==> src/hdl/assert_macros.svh <==
// ---------------------------------------------------------------------------
// Assertion macros
// Shared helpers for concurrent checks. Every check is clocked on clock and
// disabled while reset is high.
// ---------------------------------------------------------------------------
`ifndef ASSERT_MACROS_SVH
`define ASSERT_MACROS_SVH

// The consequent must hold in the same cycle as the antecedent.
`define B64_ASSERT_SAME(label, ante, cons) \
   label: assert property (@(posedge clock) disable iff (reset) (ante) |-> (cons)) \
      else $error("assertion failed: same-cycle implication");

// The consequent must hold in the cycle after the antecedent.
`define B64_ASSERT_NEXT(label, ante, cons) \
   label: assert property (@(posedge clock) disable iff (reset) (ante) |=> (cons)) \
      else $error("assertion failed: next-cycle implication");

`endif

==> src/hdl/b64se_pkg.sv <==
// ---------------------------------------------------------------------------
// Base64 stream encoder package
// Shared constants, types and the alphabet lookup for the encoder.
// ---------------------------------------------------------------------------
package b64se_pkg;

   // Character slots per byte result; one input byte causes at most two characters.
   localparam int MAX_CHARS = 3;

   // Reset value of the line length register.
   localparam logic [7:0] LINE_LENGTH_RESET = 8'd76;

   // Codes for the number of leftover bits carried between bytes.
   localparam logic [1:0] PEND_NONE = 2'd0;
   localparam logic [1:0] PEND_TWO  = 2'd1;
   localparam logic [1:0] PEND_FOUR = 2'd2;

   // ASCII anchors of the alphabet.
   localparam logic [6:0] CHAR_UPPER_A = 7'h41;
   localparam logic [6:0] CHAR_PLUS    = 7'h2B;
   localparam logic [6:0] CHAR_SLASH   = 7'h2F;

   // Carried encoder state.
   typedef struct packed {
      logic [3:0] pend_bits;
      logic [1:0] pend_code;
      logic [7:0] line_count;
   } enc_state_type;

   // Everything one byte produces: three code slots with line-end marks.
   typedef struct packed {
      logic [MAX_CHARS-1:0][5:0] codes;
      logic [MAX_CHARS-1:0]      ends;
      logic [1:0]                num;
      enc_state_type             next_state;
   } enc_result_type;

   // Maps a 6-bit code to its ASCII character.
   function automatic logic [6:0] b64_ascii(input logic [5:0] code);
      logic [6:0] v;
      v = {1'b0, code};
      if (code < 6'd26) begin
         return CHAR_UPPER_A + v;
      end else if (code < 6'd52) begin
         return v + 7'd71;
      end else if (code < 6'd62) begin
         return v - 7'd4;
      end else if (code == 6'd62) begin
         return CHAR_PLUS;
      end else begin
         return CHAR_SLASH;
      end
   endfunction

endpackage

==> src/hdl/b64se_encode.sv <==
// ---------------------------------------------------------------------------
// Base64 byte encoder
// Splits one byte plus leftover bits into up to two 6-bit codes, marks
// line ends and computes the next carried state.
// ---------------------------------------------------------------------------
module b64se_encode
   import b64se_pkg::*;
(
   input  enc_state_type  cur_state,
   input  logic [7:0]     line_length,
   input  logic [7:0]     data_byte,
   input  logic           final_byte,
   output enc_result_type result
);

   logic [MAX_CHARS-1:0][5:0] codes;
   logic [1:0]                num;
   logic [1:0]                last_idx;
   logic [3:0]                pend_bits;
   logic [1:0]                pend_code;
   logic [MAX_CHARS-1:0]      ends;
   logic [MAX_CHARS-1:0][7:0] lc_after;
   logic [7:0]                lc_walk;
   logic [8:0]                lc_next;

   // Split the byte against the leftover bits.
   always_comb begin
      codes     = '0;
      num       = 2'd1;
      pend_bits = 4'd0;
      pend_code = PEND_NONE;
      unique case (cur_state.pend_code)
         PEND_NONE: begin
            codes[0]  = data_byte[7:2];
            pend_bits = {2'b00, data_byte[1:0]};
            pend_code = PEND_TWO;
         end
         PEND_TWO: begin
            codes[0]  = {cur_state.pend_bits[1:0], data_byte[7:4]};
            pend_bits = data_byte[3:0];
            pend_code = PEND_FOUR;
         end
         default: begin
            codes[0] = {cur_state.pend_bits[3:0], data_byte[7:6]};
            codes[1] = data_byte[5:0];
            num      = 2'd2;
         end
      endcase

      // On the last byte, flush any leftover bits padded with zeros.
      if (final_byte) begin
         if (pend_code == PEND_TWO) begin
            codes[num] = {pend_bits[1:0], 4'b0000};
            num        = num + 2'd1;
         end else if (pend_code == PEND_FOUR) begin
            codes[num] = {pend_bits[3:0], 2'b00};
            num        = num + 2'd1;
         end
         pend_bits = 4'd0;
         pend_code = PEND_NONE;
      end
   end

   assign last_idx = num - 2'd1;

   // Walk the line counter over each character slot.
   always_comb begin
      lc_walk = cur_state.line_count;
      lc_next = '0;
      for (int i = 0; i < MAX_CHARS; i++) begin
         lc_next     = {1'b0, lc_walk} + 9'd1;
         ends[i]     = (lc_next >= {1'b0, line_length});
         lc_after[i] = ends[i] ? 8'd0 : lc_next[7:0];
         lc_walk     = lc_after[i];
      end
   end

   // Assemble the result; the final byte always closes the line.
   always_comb begin
      result.codes = codes;
      result.num   = num;
      result.ends  = ends;
      if (final_byte) begin
         result.ends[last_idx] = 1'b1;
      end
      result.next_state.pend_bits  = pend_bits;
      result.next_state.pend_code  = pend_code;
      result.next_state.line_count = final_byte ? 8'd0 : lc_after[last_idx];
   end

endmodule

==> src/hdl/base64_stream_encoder.sv <==
// ---------------------------------------------------------------------------
// Base64 stream encoder
// Encodes a byte stream into base64 characters without padding, with
// line-end marks at a configurable line length.
// ---------------------------------------------------------------------------
// Usage:
//   The req channel takes one byte per transaction, with req_final_byte set
//   on the last byte of a message. The rsp channel gives one character per
//   transaction, with rsp_line_end closing a line and rsp_run_last marking
//   the last character caused by a byte. Each byte gives one or two
//   characters, and a final byte may add one more for its leftover bits, up to two in all.
//   csr_wr_en writes the line length; write it only while the block is idle.
//   A request passes through the hold stage and then the output register
//   before its first character appears. The output port moves one character
//   per cycle while rsp_stall is low; a byte stays in the hold stage until its
//   last character moves out, and the next byte is accepted in that cycle.
//   Reset clears the carried bits, the line counter, both stages, and sets
//   the line length to 76. When rsp_stall is high and rsp_valid is set, the
//   output register holds its character, the hold stage keeps its byte, and req_stall rises.
// ---------------------------------------------------------------------------
module base64_stream_encoder
   import b64se_pkg::*;
(
   input  logic       clock,
   input  logic       reset,
   input  logic       req_valid,
   output logic       req_stall,
   input  logic [7:0] req_data_byte,
   input  logic       req_final_byte,
   output logic       rsp_valid,
   input  logic       rsp_stall,
   output logic [6:0] rsp_out_char,
   output logic       rsp_line_end,
   output logic       rsp_run_last,
   input  logic       csr_wr_en,
   input  logic [7:0] csr_wr_data
);

`include "assert_macros.svh"

   logic [7:0]                line_length_ff;
   enc_state_type             state_ff;
   enc_result_type            enc_result;

   logic                      hold_valid_ff;
   logic                      hold_valid_in;
   logic [MAX_CHARS-1:0][5:0] hold_codes_ff;
   logic [MAX_CHARS-1:0]      hold_ends_ff;
   logic [1:0]                hold_num_ff;
   logic [1:0]                hold_idx_ff;
   logic [1:0]                hold_idx_in;

   logic                      rsp_valid_ff;
   logic [6:0]                rsp_char_ff;
   logic                      rsp_end_ff;
   logic                      rsp_last_ff;

   logic                      rsp_load;
   logic                      hold_pop;
   logic                      hold_last;
   logic                      req_accept;

   // Handshake control.
   assign rsp_load   = !rsp_valid_ff || !rsp_stall;
   assign hold_pop   = hold_valid_ff && rsp_load;
   assign hold_last  = (hold_idx_ff + 2'd1) == hold_num_ff;
   assign req_stall  = hold_valid_ff && !(hold_pop && hold_last);
   assign req_accept = req_valid && !req_stall;

   // Byte splitting and line tracking.
   b64se_encode u_encode (
      .cur_state   (state_ff),
      .line_length (line_length_ff),
      .data_byte   (req_data_byte),
      .final_byte  (req_final_byte),
      .result      (enc_result)
   );

   // Configuration register.
   always_ff @(posedge clock) begin
      if (reset) begin
         line_length_ff <= LINE_LENGTH_RESET;
      end else if (csr_wr_en) begin
         line_length_ff <= csr_wr_data;
      end
   end

   // Carried state advances once per accepted byte.
   always_ff @(posedge clock) begin
      if (reset) begin
         state_ff <= '0;
      end else if (req_accept) begin
         state_ff <= enc_result.next_state;
      end
   end

   // Hold stage control.
   always_comb begin
      hold_valid_in = hold_valid_ff;
      hold_idx_in   = hold_idx_ff;
      if (hold_pop) begin
         hold_idx_in = hold_idx_ff + 2'd1;
         if (hold_last) begin
            hold_valid_in = 1'b0;
         end
      end
      if (req_accept) begin
         hold_valid_in = 1'b1;
         hold_idx_in   = 2'd0;
      end
   end

   always_ff @(posedge clock) begin
      if (reset) begin
         hold_valid_ff <= 1'b0;
         hold_idx_ff   <= 2'd0;
      end else begin
         hold_valid_ff <= hold_valid_in;
         hold_idx_ff   <= hold_idx_in;
      end
   end

   // Hold stage payload.
   always_ff @(posedge clock) begin
      if (req_accept) begin
         hold_codes_ff <= enc_result.codes;
         hold_ends_ff  <= enc_result.ends;
         hold_num_ff   <= enc_result.num;
      end
   end

   // Output register.
   always_ff @(posedge clock) begin
      if (reset) begin
         rsp_valid_ff <= 1'b0;
      end else if (rsp_load) begin
         rsp_valid_ff <= hold_valid_ff;
      end
   end

   always_ff @(posedge clock) begin
      if (hold_pop) begin
         rsp_char_ff <= b64_ascii(hold_codes_ff[hold_idx_ff]);
         rsp_end_ff  <= hold_ends_ff[hold_idx_ff];
         rsp_last_ff <= hold_last;
      end
   end

   assign rsp_valid    = rsp_valid_ff;
   assign rsp_out_char = rsp_char_ff;
   assign rsp_line_end = rsp_end_ff;
   assign rsp_run_last = rsp_last_ff;

   // Checks.
   `B64_ASSERT_NEXT(a_accept_fills_hold, req_accept, hold_valid_ff && hold_idx_ff == 2'd0)
   `B64_ASSERT_SAME(a_idx_in_range, hold_valid_ff, hold_idx_ff < hold_num_ff)
   `B64_ASSERT_NEXT(a_final_clears, req_accept && req_final_byte, state_ff.line_count == 8'd0 && state_ff.pend_code == PEND_NONE)
   `B64_ASSERT_NEXT(a_stall_keeps_idx, hold_valid_ff && !rsp_load, $stable(hold_idx_ff))

endmodule
==> config.mk <==
export PLATFORM = sky130hd
export DESIGN_NAME = base64_stream_encoder
export DESIGN_NICKNAME = d
export VERILOG_FILES = /design/src/hdl/b64se_pkg.sv /design/src/hdl/b64se_encode.sv /design/src/hdl/base64_stream_encoder.sv
export VERILOG_INCLUDE_DIRS = /design/src /design/src/hdl
export SDC_FILE = /design/constraint.sdc
export NUM_CORES = 1
export LEC_CHECK = 0
export ABC_AREA = 1
export ABC_CLOCK_PERIOD_IN_PS = 8300
export BUFFER_PORTS_ARGS = -buffer_cell sky130_fd_sc_hd__buf_2
export CAP_MARGIN = 0
export CORE_ASPECT_RATIO = 0.8
export CORE_MARGIN = 10
export CORE_UTILIZATION = 37
export DETAILED_ROUTE_END_ITERATION = 6
export GPL_ROUTABILITY_DRIVEN = 0
export PLACE_DENSITY = 0.63
export SLEW_MARGIN = 0
export SYNTH_ARGS = -nofsm -noshare
export SYNTH_HDL_FRONTEND = slang
export SYNTH_SLANG_ARGS = --single-unit
==> constraint.sdc <==
create_clock -name clock -period 8.3 [get_ports clock]
set_input_delay 1.66 -clock clock [delete_from_list [all_inputs] [get_ports clock]]
set_output_delay 1.66 -clock clock [all_outputs]
set_load 0.005 [all_outputs]
==> impl_metrics.yaml <==
status:
  status: "finished clean"
die:
  die_x_um: 138
  core_area_um2: 10800
  rows: 34
  pin_count: 33
  die-area_um2: 15700
  start_util_pct: 37.7
  dieHeight_um: 114
critical_path:
  crit_path_max_fanout: 8
  crit_top_cell: "nand2_1"
  cpLargestDelayFamily: "simple AND/OR/NAND/NOR gates"
  arrival_ps: 7170
  crit_type: "reg -> reg"
  critPathMaxStageDelay_ps: 460
  slowest_stage: "dfxtp_1"
  crit_buf_inv: 7
  start_kind: "flop"
  critPathRequiredTime_ps: 8530
  cp-end-kind: "flop"
pwr:
  power_frac_seq_pct: 45.3
  clockPowerShare_pct: 28.8
  p_leak_nw: 2.12
  p_sw_share_pct: 31.0
  comb_power_share_pct: 25.9
  p_int_w: 0.000495
  power_density_nw_per_um2: 157
  peakVddDrop_uv: 103
  p_switching_w: 0.000223
routing:
  dr.first_iter.drc_count: 268
  viasPerCell: 5.01
  routedWlPerCell_um: 13.6
  drt-total-wl_um: 9710
  dr.pass1.iters: 5
  vias: 3574
  ant_nets: 0
  post-route-drc-count: 0
yosys:
  yosys-top-cells-area: "edfxtp_1, dfxtp_1, nand2_1"
  synth_simple_gate_area_share_pct: 27.8
  synthAdderAreaFrac_pct: 10.7
  synthFlopType: "edfxtp_1"
  synth-edff-count: 30
  synth_seq_area_share_pct: 34.7
  synth_mux_area_share_pct: 0
  ys_seq_elements: 56
  synth.top_cell.area_share_pct: 22.0
  synthXorXnorAreaFrac_pct: 2.90
  synth_compound_area_share_pct: 15.6
  synth_top_family_by_area: "simple AND/OR/NAND/NOR gates"
  ys_types: 46
  syn_inst: 534
  avgSynthCellArea_um2: 7.67
  yosysWarnings: 0
  async_flop_share_pct: 0
  synth_largest_area_cell: "edfxtp_1"
  netlist_area_um2: 4090
global_route:
  grt_pass1_vias: 3374
  grt_pass1_wl_um: 16700
  grt_max_degree: 24
  grt_util_all_layers_pct: 12.7
  antenna_found_initial: 0
  overflow: 0
place:
  portBuffers: 32
  placedCellCount: 706
  hpwl_um: 7900
layout:
  fin_nets: 626
  final_core_util_pct: 42.1
  layout.cells.non_filler: 714
  syn_to_final_growth_pct: 11.5
  antenna_cells: 0
  fill_cells: 1077
  final_cell_mix: "nand2_1, inv_1, nor2_1, ha_1, buf_2"
  layout_commonest_cell: "nand2_1"
  layout-drive-gt1-share_pct: 16.8
cts:
  cts_hold_buf: 0
  postCtsSetupRepairBufs: 0
  clkTransAtPathRegs_ps: 70
  insertion_delay_ps: 280
  cts_tree: "done"
  cts_num_sinks: 56
  cts_htree_levels: 2
  cts_buffers: 5
  root_buffer: "clkbuf_16"
  clock_path_buffers: 2
  cts_resized: 0
sta:
  fin_setup_tns_ps: 0
  relSlewSlack_pct: 27.2
  post-route-min-period_ps: 6940
  worst_pin_slew_ps: 1090
  fin_worst_skew_ps: 8.00
  finalMaxSlewViolations: 0
  hold_viol_final: 0
  min_period_over_period_pct: 83.6
  setup_viol: 0
  rsz0062_at_grt: "false"
  max_freq_ghz: 0.144
hold_path:
  worstHoldPathType: "reg -> reg"
flow_run:
  drv_cap: 0
-- synthesized netlist by cell type (2+ instances only) --
master	n
a21o_1	2
a21oi_1	26
a22oi_1	2
a31oi_1	3
buf_2	2
clkbuf_1	5
dfxtp_1	26
edfxtp_1	30
ha_1	35
inv_1	74
inv_2	8
nand2_1	138
nand2_2	7
nand2_4	2
nand3_1	21
nand3_2	4
nand4_1	12
nor2_1	36
nor2_2	10
nor2_4	5
nor3_1	2
nor3_2	2
o211ai_1	14
o21ai_0	26
o21ai_1	2
o21bai_2	6
o22ai_1	6
o31ai_1	2
or2_2	2
xnor2_1	2
xor2_1	6
xor2_2	2
-- sequential cells by signal (all words and copies together), names as in the netlist --
| signal | count |
|---|---|
| rsp_valid | 1 |
| rsp_run_last | 1 |
| rsp_out_char | 7 |
| line_length_ff | 8 |
| hold_codes_ff | 16 |
| hold_num_ff | 2 |
| state_ff | 14 |
| hold_idx_ff | 2 |
| hold_valid_ff | 1 |
| hold_ends_ff | 3 |
| rsp_line_end | 1 |
-- routing by layer --
layer	global-route usage, %	up-vias	wire [um]
met5	0	-	0
met4	1.96	0	92
met3	2.85	7	794
met2	18.3	106	3800
met1	19.1	1615	5020
li1	-	1846	-
-- cell families (layout without fill, tap and decap cells) --
group | Yosys count | count (layout)
other cells | 1 | 4
fa+ha+maj | 35 | 35
simple gates | 244 | 244
compound gates | 98 | 98
flops | 56 | 56
buf+inv | 89 | 122
xor+xnor | 11 | 11
-- worst register-to-register path: cells and delay by family (launching register included) --
family,cells,cell delay (ps)
AO/OA/AOI/OAI,4,520
XOR/XNOR,1,300
adder cells (fa/ha/maj),6,1630
buffers and inverters,7,520
flip-flops,1,460
AND/OR/NAND/NOR,32,3440
-- final timing paths --
check                           startpoint  slack, ps  cells after the start                        to
setup / recovery  state_ff[0]$_SDFFE_PP0P_       1360                     50  state_ff[1]$_SDFFE_PP0P_
hold / removal      rsp_valid$_SDFFE_PP0N_        480                      2    rsp_valid$_SDFFE_PP0N_
setup reg to reg  state_ff[0]$_SDFFE_PP0P_       1360                     50  state_ff[1]$_SDFFE_PP0P_
hold reg to reg     rsp_valid$_SDFFE_PP0N_        480                      2    rsp_valid$_SDFFE_PP0N_
-- metrics by stage --
step                      power, W  hold WS (ps)  cell area [um^2]  setup slack, ps
after floorplan           0.000463           445              4110             2320
after global placement    0.000513           470              4420             1630
after detailed placement  0.000516           471              4420             1430
after CTS                 0.000723           481              4560             1350
after global routing      0.000767           499              4560              492
final                     0.000717           478              4560             1360
-- power by group through the flow --
stage          Combinational, W  Sequential, W  Clock [W]
6_report               0.000186       0.000325   0.000206
5_1_grt                0.000214       0.000327   0.000226
4_1_cts                0.000186       0.000325   0.000212
3_5_place_dp           0.000185       0.000332          0
3_3_place_gp           0.000182       0.000331          0
2_1_floorplan          0.000134       0.000329          0
-- cell type report --
| class | count | area, um^2 | area share, % |
|---|---|---|---|
| multi-input combinational | 392 | 2350 | 51.4 |
| sequential | 56 | 1420 | 31.1 |
| tap | 144 | 180 | 3.95 |
| inverter | 82 | 308 | 6.74 |
| timing repair buffer | 32 | 160 | 3.51 |
| clock inverter | 3 | 22.5 | 0.493 |
| clock buffer | 5 | 125 | 2.74 |
(Power assumes the default switching activity.)
